<file path="src/rtl/core/ppi_pkg.sv">
// Package for the planar pose integrator: widths, opcodes, angle table and the
// multiply-accumulate command type shared by the sequencer and the MAC.
// No dependencies.
package ppi_pkg;

	// Default number of CORDIC iterations (legal range 8 to 30)
	localparam int PPI_CORDIC_STEPS = 16;

	// Field widths
	localparam int VEL_W   = 16;
	localparam int RATE_W  = 24;
	localparam int DT_W    = 24;
	localparam int POSE_W  = 32;

	// Datapath widths: CORDIC x/y/z, MAC operands and accumulator
	localparam int CRD_W   = 34;
	localparam int MAC_A_W = 34;
	localparam int MAC_B_W = 24;
	localparam int ACC_W   = MAC_A_W + MAC_B_W;

	// CORDIC start vector: gain 0.60725 in Q30
	localparam logic signed [CRD_W-1:0] GAIN_Q30 = CRD_W'(652032874);

	// Angle table index width (30 entries)
	localparam int ATAN_IDX_W = 5;

	// Input beat opcodes
	typedef enum logic {
		OP_INTEGRATE = 1'b0,
		OP_LOAD      = 1'b1
	} op_t;

	// Multiply-accumulate command
	typedef struct packed {
		logic                      en;
		logic                      clr;
		logic                      neg;
		logic signed [MAC_A_W-1:0] a;
		logic signed [MAC_B_W-1:0] b;
	} mac_cmd_t;

	// atan(2^-i) in units of 2^-32 turn
	function automatic logic [29:0] atan_turn(input logic [ATAN_IDX_W-1:0] idx);
		logic [29:0] v;
		case (idx)
			5'd0:  v = 30'd536870912;
			5'd1:  v = 30'd316933406;
			5'd2:  v = 30'd167458907;
			5'd3:  v = 30'd85004756;
			5'd4:  v = 30'd42667331;
			5'd5:  v = 30'd21354465;
			5'd6:  v = 30'd10679838;
			5'd7:  v = 30'd5340245;
			5'd8:  v = 30'd2670163;
			5'd9:  v = 30'd1335087;
			5'd10: v = 30'd667544;
			5'd11: v = 30'd333772;
			5'd12: v = 30'd166886;
			5'd13: v = 30'd83443;
			5'd14: v = 30'd41722;
			5'd15: v = 30'd20861;
			5'd16: v = 30'd10430;
			5'd17: v = 30'd5215;
			5'd18: v = 30'd2608;
			5'd19: v = 30'd1304;
			5'd20: v = 30'd652;
			5'd21: v = 30'd326;
			5'd22: v = 30'd163;
			5'd23: v = 30'd81;
			5'd24: v = 30'd41;
			5'd25: v = 30'd20;
			5'd26: v = 30'd10;
			5'd27: v = 30'd5;
			5'd28: v = 30'd3;
			5'd29: v = 30'd1;
			default: v = 30'd0;
		endcase
		return v;
	endfunction

endpackage

</file>
<file path="src/rtl/core/ppi_cordic.sv">
// Iterative rotation-mode CORDIC: one micro-rotation per cycle on a shared
// add/subtract and shift unit. Depends on ppi_pkg.
module ppi_cordic
	import ppi_pkg::*;
#(
	parameter int STEPS = PPI_CORDIC_STEPS
) (
	input  logic                    clk,
	input  logic                    arst_n,
	input  logic                    start,
	input  logic [POSE_W-1:0]       angle,
	output logic                    done,
	output logic signed [CRD_W-1:0] cos_out,
	output logic signed [CRD_W-1:0] sin_out
);

	localparam int CNT_W = $clog2(STEPS);

	logic                    busy_q;
	logic                    done_q;
	logic                    flip_q;
	logic [CNT_W-1:0]        cnt_q;
	logic signed [CRD_W-1:0] x_q, y_q, z_q;
	logic signed [CRD_W-1:0] x_sh, y_sh, atan_v;
	logic                    flip;

	// Fold the left half-plane onto the right one
	assign flip   = angle[31] ^ angle[30];
	assign x_sh   = x_q >>> cnt_q;
	assign y_sh   = y_q >>> cnt_q;
	assign atan_v = CRD_W'(atan_turn(ATAN_IDX_W'(cnt_q)));

	// Sequence the micro-rotations
	always_ff @(posedge clk or negedge arst_n) begin
		if (!arst_n) begin
			busy_q <= 1'b0;
			done_q <= 1'b0;
			cnt_q  <= '0;
		end else begin
			done_q <= 1'b0;
			if (start) begin
				busy_q <= 1'b1;
				cnt_q  <= '0;
			end else if (busy_q) begin
				if (cnt_q == CNT_W'(STEPS - 1)) begin
					busy_q <= 1'b0;
					done_q <= 1'b1;
				end
				cnt_q <= cnt_q + 1'b1;
			end
		end
	end

	// Rotate towards zero residual angle
	always_ff @(posedge clk) begin
		if (start) begin
			flip_q <= flip;
			x_q    <= GAIN_Q30;
			y_q    <= '0;
			z_q    <= CRD_W'($signed({angle[31] ^ flip, angle[30:0]}));
		end else if (busy_q) begin
			if (!z_q[CRD_W-1]) begin
				x_q <= x_q - y_sh;
				y_q <= y_q + x_sh;
				z_q <= z_q - atan_v;
			end else begin
				x_q <= x_q + y_sh;
				y_q <= y_q - x_sh;
				z_q <= z_q + atan_v;
			end
		end
	end

	// Undo the half-turn fold
	assign cos_out = flip_q ? -x_q : x_q;
	assign sin_out = flip_q ? -y_q : y_q;
	assign done    = done_q;

endmodule

</file>
<file path="src/rtl/core/ppi_mac.sv">
// Shared signed multiply-accumulate unit, one product per cycle.
// Depends on ppi_pkg.
module ppi_mac
	import ppi_pkg::*;
(
	input  logic                    clk,
	input  logic                    arst_n,
	input  mac_cmd_t                cmd,
	output logic signed [ACC_W-1:0] acc
);

	logic signed [ACC_W-1:0] prod;
	logic signed [ACC_W-1:0] base;
	logic signed [ACC_W-1:0] acc_q;

	// Sign-extend the operands; the product itself is 34 by 24 bits
	assign prod = ACC_W'(cmd.a) * ACC_W'(cmd.b);
	assign base = cmd.clr ? '0 : acc_q;

	// Accumulate or subtract the product
	always_ff @(posedge clk or negedge arst_n) begin
		if (!arst_n) begin
			acc_q <= '0;
		end else if (cmd.en) begin
			acc_q <= cmd.neg ? (base - prod) : (base + prod);
		end
	end

	assign acc = acc_q;

endmodule

</file>
<file path="src/rtl/core/planar_pose_integrator.sv">
// Planar dead-reckoning pose integrator (x, y, heading).
// A load beat goes straight to the done state; an integrate beat runs the
// iterative CORDIC, then seven passes through the single shared
// multiply-accumulate unit, then waits in the done state for a free output.
// One beat at a time: a new beat is taken only when idle, even while a result waits.
// Reset (arst_n low, asynchronous): pose clears to zero, no result pending.
module planar_pose_integrator
	import ppi_pkg::*;
#(
	parameter int CORDIC_STEPS = PPI_CORDIC_STEPS
) (
	input  logic         clk,
	input  logic         arst_n,
	input  logic         s_axis_tvalid,
	output logic         s_axis_tready,
	// vel_forward[15:0], vel_lateral[31:16], yaw_rate[55:32], time_step[79:56],
	// load_x[111:80], load_y[143:112], load_heading[175:144]
	input  logic [175:0] s_axis_tdata,
	// opcode[0]
	input  logic [0:0]   s_axis_tuser,
	output logic         m_axis_tvalid,
	input  logic         m_axis_tready,
	// out_x[31:0], out_y[63:32], out_heading[95:64]
	output logic [95:0]  m_axis_tdata
);

	localparam logic [3:0] ST_IDLE   = 4'd0;
	localparam logic [3:0] ST_CORDIC = 4'd1;
	localparam logic [3:0] ST_M0     = 4'd2;
	localparam logic [3:0] ST_M1     = 4'd3;
	localparam logic [3:0] ST_M2     = 4'd4;
	localparam logic [3:0] ST_M3     = 4'd5;
	localparam logic [3:0] ST_M4     = 4'd6;
	localparam logic [3:0] ST_M5     = 4'd7;
	localparam logic [3:0] ST_M6     = 4'd8;
	localparam logic [3:0] ST_M7     = 4'd9;
	localparam logic [3:0] ST_DONE   = 4'd10;

	logic [3:0]                state_q;
	logic [POSE_W-1:0]         x_q, y_q, heading_q;
	logic signed [VEL_W-1:0]   vf_q, vl_q;
	logic signed [RATE_W-1:0]  yr_q;
	logic signed [DT_W-1:0]    dt_q;
	logic signed [MAC_A_W-1:0] wx_q, wy_q;
	logic                      m_valid_q;
	logic [95:0]               m_data_q;

	logic                      accept;
	logic                      cordic_start;
	logic                      cordic_done;
	logic signed [CRD_W-1:0]   cos_v, sin_v;
	mac_cmd_t                  mac_cmd;
	logic signed [ACC_W-1:0]   acc;
	logic signed [ACC_W-1:0]   acc_r14, acc_r32, acc_r4;
	logic signed [DT_W-1:0]    dt_in;
	logic                      out_free;

	assign s_axis_tready = (state_q == ST_IDLE);
	assign accept        = s_axis_tvalid && s_axis_tready;
	assign cordic_start  = accept && (s_axis_tuser[0] == OP_INTEGRATE);
	assign dt_in         = s_axis_tdata[79:56];
	assign out_free      = !m_valid_q || m_axis_tready;

	ppi_cordic #(
		.STEPS(CORDIC_STEPS)
	) u_cordic (
		.clk     (clk),
		.arst_n  (arst_n),
		.start   (cordic_start),
		.angle   (heading_q),
		.done    (cordic_done),
		.cos_out (cos_v),
		.sin_out (sin_v)
	);

	ppi_mac u_mac (
		.clk    (clk),
		.arst_n (arst_n),
		.cmd    (mac_cmd),
		.acc    (acc)
	);

	// Round to nearest, ties upwards
	assign acc_r14 = (acc + ACC_W'(64'sd1 <<< 13)) >>> 14;
	assign acc_r32 = (acc + ACC_W'(64'sd1 <<< 31)) >>> 32;
	assign acc_r4  = (acc + ACC_W'(8)) >>> 4;

	// Select MAC operands for each sequencer step
	always_comb begin
		mac_cmd = '0;
		case (state_q)
			ST_M0: begin
				mac_cmd = '{en: 1'b1, clr: 1'b1, neg: 1'b0, a: cos_v, b: MAC_B_W'(vf_q)};
			end
			ST_M1: begin
				mac_cmd = '{en: 1'b1, clr: 1'b0, neg: 1'b1, a: sin_v, b: MAC_B_W'(vl_q)};
			end
			ST_M2: begin
				mac_cmd = '{en: 1'b1, clr: 1'b1, neg: 1'b0, a: sin_v, b: MAC_B_W'(vf_q)};
			end
			ST_M3: begin
				mac_cmd = '{en: 1'b1, clr: 1'b0, neg: 1'b0, a: cos_v, b: MAC_B_W'(vl_q)};
			end
			ST_M4: begin
				mac_cmd = '{en: 1'b1, clr: 1'b1, neg: 1'b0, a: wx_q, b: dt_q};
			end
			ST_M5: begin
				mac_cmd = '{en: 1'b1, clr: 1'b1, neg: 1'b0, a: wy_q, b: dt_q};
			end
			ST_M6: begin
				mac_cmd = '{en: 1'b1, clr: 1'b1, neg: 1'b0, a: MAC_A_W'(yr_q), b: dt_q};
			end
			default: begin
				mac_cmd = '0;
			end
		endcase
	end

	// Sequencer and output register
	always_ff @(posedge clk or negedge arst_n) begin
		if (!arst_n) begin
			state_q   <= ST_IDLE;
			m_valid_q <= 1'b0;
			x_q       <= '0;
			y_q       <= '0;
			heading_q <= '0;
		end else begin
			// Raise the result beat when the sequencer finishes, drop it once taken
			if (state_q == ST_DONE && out_free) begin
				m_valid_q <= 1'b1;
			end else if (m_valid_q && m_axis_tready) begin
				m_valid_q <= 1'b0;
			end
			case (state_q)
				ST_IDLE: begin
					if (accept) begin
						if (s_axis_tuser[0] == OP_LOAD) begin
							x_q       <= s_axis_tdata[111:80];
							y_q       <= s_axis_tdata[143:112];
							heading_q <= s_axis_tdata[175:144];
							state_q   <= ST_DONE;
						end else begin
							state_q <= ST_CORDIC;
						end
					end
				end
				ST_CORDIC: begin
					if (cordic_done) begin
						state_q <= ST_M0;
					end
				end
				ST_M0: state_q <= ST_M1;
				ST_M1: state_q <= ST_M2;
				ST_M2: state_q <= ST_M3;
				ST_M3: state_q <= ST_M4;
				ST_M4: state_q <= ST_M5;
				ST_M5: begin
					x_q     <= x_q + acc_r32[POSE_W-1:0];
					state_q <= ST_M6;
				end
				ST_M6: begin
					y_q     <= y_q + acc_r32[POSE_W-1:0];
					state_q <= ST_M7;
				end
				ST_M7: begin
					heading_q <= heading_q + acc_r4[POSE_W-1:0];
					state_q   <= ST_DONE;
				end
				ST_DONE: begin
					if (out_free) begin
						state_q <= ST_IDLE;
					end
				end
				default: begin
					state_q <= ST_IDLE;
				end
			endcase
		end
	end

	// Hold beat operands, world velocities and the result payload
	always_ff @(posedge clk) begin
		if (cordic_start) begin
			vf_q <= s_axis_tdata[15:0];
			vl_q <= s_axis_tdata[31:16];
			yr_q <= s_axis_tdata[55:32];
			dt_q <= dt_in[DT_W-1] ? '0 : dt_in;
		end
		if (state_q == ST_M2) begin
			wx_q <= acc_r14[MAC_A_W-1:0];
		end
		if (state_q == ST_M4) begin
			wy_q <= acc_r14[MAC_A_W-1:0];
		end
		if (state_q == ST_DONE && out_free) begin
			m_data_q <= {heading_q, y_q, x_q};
		end
	end

	assign m_axis_tvalid = m_valid_q;
	assign m_axis_tdata  = m_data_q;

	// An integrate beat always starts the CORDIC pass
	a_integrate_starts: assert property (@(posedge clk) disable iff (!arst_n)
		accept && (s_axis_tuser[0] == OP_INTEGRATE) |=> state_q == ST_CORDIC)
		else $error("integrate beat did not start the CORDIC pass");

	// CORDIC completion is only seen while the sequencer waits for it
	a_cordic_done_in_state: assert property (@(posedge clk) disable iff (!arst_n)
		cordic_done |-> state_q == ST_CORDIC)
		else $error("CORDIC finished outside its sequencer state");

	// Pose holds while idle with no beat taken
	a_pose_stable_idle: assert property (@(posedge clk) disable iff (!arst_n)
		(state_q == ST_IDLE) && !accept |=> $stable(x_q) && $stable(y_q) && $stable(heading_q))
		else $error("pose changed while idle");

	// A result is only loaded when the output register is free
	a_no_overwrite: assert property (@(posedge clk) disable iff (!arst_n)
		m_valid_q && !m_axis_tready |=> m_valid_q && $stable(m_data_q))
		else $error("pending result overwritten");

endmodule
</file>
<file path="config.mk">
export PLATFORM = sky130hd
export DESIGN_NAME = planar_pose_integrator
export DESIGN_NICKNAME = d
export VERILOG_FILES = /design/src/rtl/core/ppi_pkg.sv /design/src/rtl/core/ppi_cordic.sv /design/src/rtl/core/ppi_mac.sv /design/src/rtl/core/planar_pose_integrator.sv
export SDC_FILE = /design/constraint.sdc
export NUM_CORES = 2
export LEC_CHECK = 0
export CAP_MARGIN = 20
export CORE_ASPECT_RATIO = 1.4
export CORE_MARGIN = 1
export CORE_UTILIZATION = 40
export CTS_BUF_LIST = sky130_fd_sc_hd__clkbuf_2 sky130_fd_sc_hd__clkbuf_4 sky130_fd_sc_hd__clkbuf_8
export DETAILED_ROUTE_END_ITERATION = 7
export DONT_BUFFER_PORTS = 1
export PLACE_DENSITY_LB_ADDON = 0.12
export SETUP_SLACK_MARGIN = 0.3
export SYNTH_ARGS = -nofsm -noshare
export SYNTH_HDL_FRONTEND = slang
export SYNTH_SLANG_ARGS = --single-unit
</file>
<file path="constraint.sdc">
create_clock -name clk -period 18.95 [get_ports clk]
set_clock_uncertainty 0.2 [all_clocks]
set_input_delay 0.9475 -clock clk [delete_from_list [all_inputs] [get_ports clk]]
set_output_delay 0.9475 -clock clk [all_outputs]
set_load 0.01 [all_outputs]
</file>
After elaboration in Yosys (flattened, before gate mapping)
Memory sizes are Yosys's and may differ from the RTL's. Index checks and enable logic that the tools add are counted.

Memories: 1. Output and inout port bits: 98. Register bits after elaboration: 512. Memory bits (read-only): 480.

$add $sub $neg: 17. Bitwise logic cells: 3. Reductions and logical operators: 16. Shift operators: 2. Mux-type cells: 34. Eq/ne operators: 15. $mul: 1.

Memories: (name not given) (depth 16, width 30, read ports 1, clocked after Yosys merged registers in 0, write ports 0, RTL line ppi_pkg.sv:45) `case (idx)`.

Operators with widths (count): $pmux 61 s7 (1); $mux 34 (7); $mux 32 (6); $pmux 32 s2 (3); $mux 58 (2); $add 32x32->32 (3); $add 34x34->34 (2); $neg 34->34 (2); $sshr 34x4->34 (2); $sub 34x34->34 (2); $add 58x33->58 const B (1); $add 58x58->58 (1); $mul 34x24->58 (1); $sub 58x58->58 (1); $add 48x15->48 const B (1); $pmux 4 s11 (1); $add 36x5->36 const B (1); $add 34x31->34 (1); $sub 34x31->34 (1); $mux 4 (6); $eq 4x3->1 const B (4); $eq 4x4->1 const B (4); $reduce_and 3->1 (4); $reduce_bool 2->1 (5); 12 further kinds (26).

Depth between registers and ports, before layout
Word-level depth: 6. Gate-level depth with buffers: 57. Depth with buffers taken out: 52.

By module
Synthesis repeated with hierarchy kept, for this count alone.

Cell total of the unflattened synthesis: 7958. Area, all modules: 72085.4 um^2.

By module, submodules not included: ppi_mac (cells an instance 4015, seq. area each 1451.4 um^2, area each 35704.2 um^2, instances 1); planar_pose_integrator (cells an instance 1873, seq. area each 9824.4 um^2, area each 19364.8 um^2, instances 1); ppi_cordic (cells an instance 2070, seq. area each 2562.5 um^2, area each 17016.3 um^2, instances 1).

Least setup slack after synthesis
No wires, ideal clock.

Kind: reg2reg. Start point: register state_q[1]. End point: register u_mac.acc_q[57], in the netlist u_mac.acc[57]. Setup time: 136 ps. Path slack: 4543 ps. Data required time: 18614 ps. Cell stages (with the launch flop): 50. Buffers on the path: 6. Data arrival time: 14071 ps. Cells stage by stage: dfrtp_1 > clkbuf_1 > clkbuf_1 > nor3_1 > nor2_1 > clkbuf_1 > o221ai_1 > clkbuf_1 > nand2_1 > fa_1 > inv_1 > fa_1 > inv_1 > fa_1 > inv_1 > fa_1 > inv_1 > fa_1 > [... 14 more ...] > nor3_1 > a21oi_1 > xor2_1 > ha_1 > clkbuf_1 > o21ai_0 > nand2b_1 > nand3_1 > o211ai_1 > a31oi_1 > a21oi_1 > o21ai_0 > a211oi_1 > nor3_1 > o21ai_0 > o41a_1 > a2111oi_2 > a211oi_2.

Longest elaborated chain between the ends: 5.

Ends and longest elaborated chain: from (decl) (RTL line planar_pose_integrator.sv:39) `logic [3:0] state_q;`; from (signal assigned) (RTL line planar_pose_integrator.sv:122) `state_q <= ST_IDLE;`; from (signal assigned) (RTL line planar_pose_integrator.sv:141) `state_q <= ST_DONE;`; from (signal assigned) (RTL line planar_pose_integrator.sv:143) `state_q <= ST_CORDIC;`; $eq 4x4->1 (tied with other cells) (RTL line planar_pose_integrator.sv:91) `case (state_q)`; $pmux 61 s7 (*) (RTL line planar_pose_integrator.sv:91); $mul 34x24->58 or $mux 58 (tied branches) (RTL line ppi_mac.sv:17, ppi_mac.sv:18); $add 58x58->58 or $sub 58x58->58 (tied branches) (RTL line ppi_mac.sv:25) `acc_q <= cmd.neg ? (base - prod) : (base + prod);`; $mux 58 (RTL line ppi_mac.sv:25); to (signal assigned) (RTL line ppi_mac.sv:25); to (decl) (RTL line ppi_mac.sv:14) `logic signed [ACC_W-1:0] acc_q;`.

Mark *: on every way between the ends. The rest lies on a longest branch, timed or not. A chain may end at the register's enable or synchronous reset.

Final worst setup path
Start point: register u_cordic.x_q[6]. End point: register u_mac.acc_q[57], in the netlist u_mac.acc[57].

Longest elaborated chain between the ends: 6.

Ends and longest elaborated chain: from (decl) (RTL line ppi_cordic.sv:23) `logic signed [CRD_W-1:0] x_q, y_q, z_q;`; from (signal assigned) (RTL line ppi_cordic.sv:63) `x_q <= x_q - y_sh;`; from (signal assigned) (RTL line ppi_cordic.sv:67) `x_q <= x_q + y_sh;`; $neg 34->34 (RTL line ppi_cordic.sv:75) `assign cos_out = flip_q ? -x_q : x_q;`; $mux 34 (*) (RTL line ppi_cordic.sv:75); $pmux 61 s7 (*) (RTL line planar_pose_integrator.sv:91); $mul 34x24->58 (*) (RTL line ppi_mac.sv:17) `assign prod = ACC_W'(cmd.a) * ACC_W'(cmd.b);`; $add 58x58->58 or $sub 58x58->58 (tied branches) (RTL line ppi_mac.sv:25); $mux 58 (*) (RTL line ppi_mac.sv:25).

Marked as above.

==> out/metrics.csv <==
stage;metric;value;unit
global_route;vias in the first global route;58600;
die;Die X;355;um
worst_setup_path;critical path class;register to register;
synth;post-synthesis simple-gate area fraction;0.162;
clocking;clock-pin slew on the worst setup and hold paths;80;ps
cells_and_area;register area;13900;sq um
route;via-per-instance ratio;5.60;
synth;Syn. warnings;0;
worst_setup_path;Critical-path top delay cell;or3_1;
clocking;CTS Buffer Depth;3;
clocking;root buf cell;clkbuf_8;
die;Die Y;496;um
die;FP Rows;180;
die;initial cell density of the core;0.404;
clocking;Worst-Skew Late Latency;900;ps
die;die footprint;176000;sq um
clocking;H-Tree Depth;3;
route;Remaining DRCs;0;
sta;Final min period;15190;ps
cells_and_area;nets;9269;
sta;f_max;0.0658;GHz
cells_and_area;Filler Cells Inserted;17200;
synth;largest family of logic cells by synthesized area;adder cells;
cells_and_area;leading cell types in the layout, fill and taps excluded;1051 x nand2_1, 1003 x inv_1, 835 x fa_1;
global_route;GRT Residual Overflow;0;
worst_setup_path;critical path required time;19460;ps
synth;multiplexer share of the synthesized area;0.0421;
cells_and_area;most common cell after layout, fill and taps aside;nand2_1;
synth;xor/xnor cell area share of the yosys netlist;0.0708;
run;max-capacitance violation count;0;
global_route;initial antenna violation count;15;
synth;share of synthesized flip-flops with an asynchronous set or reset;0.323;
synth;Mapped Area;69600;sq um
worst_setup_path;crit-path max cell delay;640;ps
synth;Top FF cell, synth;edfxtp_1;
clocking;CTS Buf Count;91;
synth;Netlist cell types;98;
route;DR iter-0 viols;3993;
clocking;CTS tree;yes;
clocking;clk sinks;511;
synth;register area share after synthesis;0.199;
route;ANT nets after route;0;
synth;Synth Area in Compound Gates;0.135;
synth;synthesized flop and latch total;511;
worst_setup_path;Crit Path Max Fanout;12;
die;number of I/O pins;279;
route;vias;57100;
worst_setup_path;Worst Path Arrival;15700;ps
cells_and_area;fraction of layout cells with a size suffix above 1;0.0640;
synth;Post-Syn Nets;9361;
global_route;first-pass GRT wire length;368;mm
cells_and_area;multi-input logic area;50700;sq um
worst_setup_path;crit-path most repeated cell;fa_1;
route;drt pass-1 iters;6;
synth;Post-Syn Instances;7929;
sta;fin. max-slew vios;0;
synth;Adder-Cell Fraction of Synth Area;0.315;
synth;Post-synth EDFFs;278;
route;routed len/inst;23.8;um
placed_design;Post-DP HPWL;188;mm
hold_path;Worst Hold Class;primary input to register;
worst_setup_path;CP endpoint kind;register;
sta;Setup TNS;0;ps
clocking;Post-CTS Resized;0;
sta;RSZ-0062 raised after global routing;no;
route;WL final;243;mm
sta;Rel. slew slack;0.194;
sta;final hold vios;0;
placed_design;input/output buffers;0;
sta;Worst Max-Slew Pin Slew;1210;ps
die;total core area;172000;sq um
synth;syn_area_per_cell;8.78;sq um
cells_and_area;Area Growth Syn to Fin;7.82;%
run_status;status;completed;
sta;period utilisation layout;0.802;
worst_setup_path;Worst Setup Start Kind;register;
global_route;largest net degree at the start of global routing;166;
placed_design;Routability Congestion;0.955;
sta;# setup viols final;0;
global_route;Total GRT Usage;0.277;
[metal layers]
metal | global-route usage | share of wire | vias up
met5 | 0 | 0.00029 | -
met4 | 0.113 | 0.046 | 10
met3 | 0.0510 | 0.066 | 463
met2 | 0.475 | 0.49 | 1855
met1 | 0.342 | 0.40 | 28600
li1 | - | - | 26100
[metrics by stage]
step	utilization	hold WS, ps	setup WS (ps)	instances	area (sq um)
finish	0.436	56.2	3760	10200	75100
global route	0.436	28.5	2910	10200	75100
CTS	0.436	0.980	3940	10200	75100
detailed placement	0.419	265	3970	9939	72200
global placement	0.419	249	4190	9937	72200
floorplan	-	230	4540	7929	69600
[path summary, 6_finish.rpt]
| path | startpoint | to | slack, ps | depth (start not counted) |
|---|---|---|---|---|
| worst max-delay path | u_cordic.x_q[6] | u_mac.acc[57] | 3760 | 47 |
| worst min-delay path | s_axis_tdata[151] | heading_q[7] | 60 | 2 |
| worst max register to register | u_cordic.x_q[6] | u_mac.acc[57] | 3760 | 47 |
| worst min register to register | u_mac.acc[1] | u_mac.acc[1] | 280 | 2 |
| max in group asynchronous | arst_n | x_q[20] | 17060 | 2 |
| min in group asynchronous | arst_n | y_q[30] | 520 | 2 |
[cells in the mapped netlist, types with 73 or more instances]
cell | n | area share
nand2_1 | 1061 | 0.057
inv_1 | 1005 | 0.054
fa_1 | 835 | 0.24
nor2_1 | 651 | 0.035
a21oi_1 | 447 | 0.032
ha_1 | 416 | 0.075
o21ai_0 | 380 | 0.027
clkbuf_1 | 313 | 0.017
xnor2_1 | 302 | 0.038
edfxtp_1 | 278 | 0.12
xor2_1 | 261 | 0.033
and2_1 | 188 | 0.017
dfrtp_1 | 165 | 0.059
a21o_1 | 147 | 0.016
mux2i_1 | 112 | 0.016
nor3_1 | 98 | 0.0070
nand3_1 | 94 | 0.0068
and3_1 | 73 | 0.0066
[state kept, by name, indices dropped and copies added (netlist names), 34 cells and up]
| name | flops |
|---|---|
| u_mac.acc | 58 |
| wx_q | 34 |
| u_cordic.x_q | 34 |
| m_axis_tdata | 96 |
| u_cordic.z_q | 34 |
| wy_q | 34 |
| u_cordic.y_q | 34 |
[logic make-up after synthesis]
family | count (synthesis)
xor gates and xnor gates | 563
AOI/OAI and AO/OA | 1498
buffers and inverters | 1408
and+or+nand+nor | 2495
DFF | 511
adders and majority gates | 1251
muxes | 203
[worst max-delay path, delay by kind of cell, from the launching register on]
family | cells | cell delay [ps]
xor gates and xnor gates | 2 | 320
DFF | 1 | 420
adders and majority gates | 9 | 4430
buffers and inverters | 5 | 290
AOI/OAI and AO/OA | 18 | 4560
and+or+nand+nor | 13 | 4790
[cell type report]
cell class	instances	share of cell area
sequential	511	0.184
clock buffer	131	0.0216
clock inverter	35	0.00555
tap	2275	0.0379
antenna	7	0.000233
multi-input combinational	6010	0.675
timing repair buffer	216	0.0245
inverter	1007	0.0504
[timing repair]
item,CTS,global route
hold endpoints to repair,245,0
buffers inserted,0,0
hold buffers,79,0
Power is left out: the tool's default activity adds up to more than one toggle a clock period on the data nets, which glitch-free logic cannot reach.
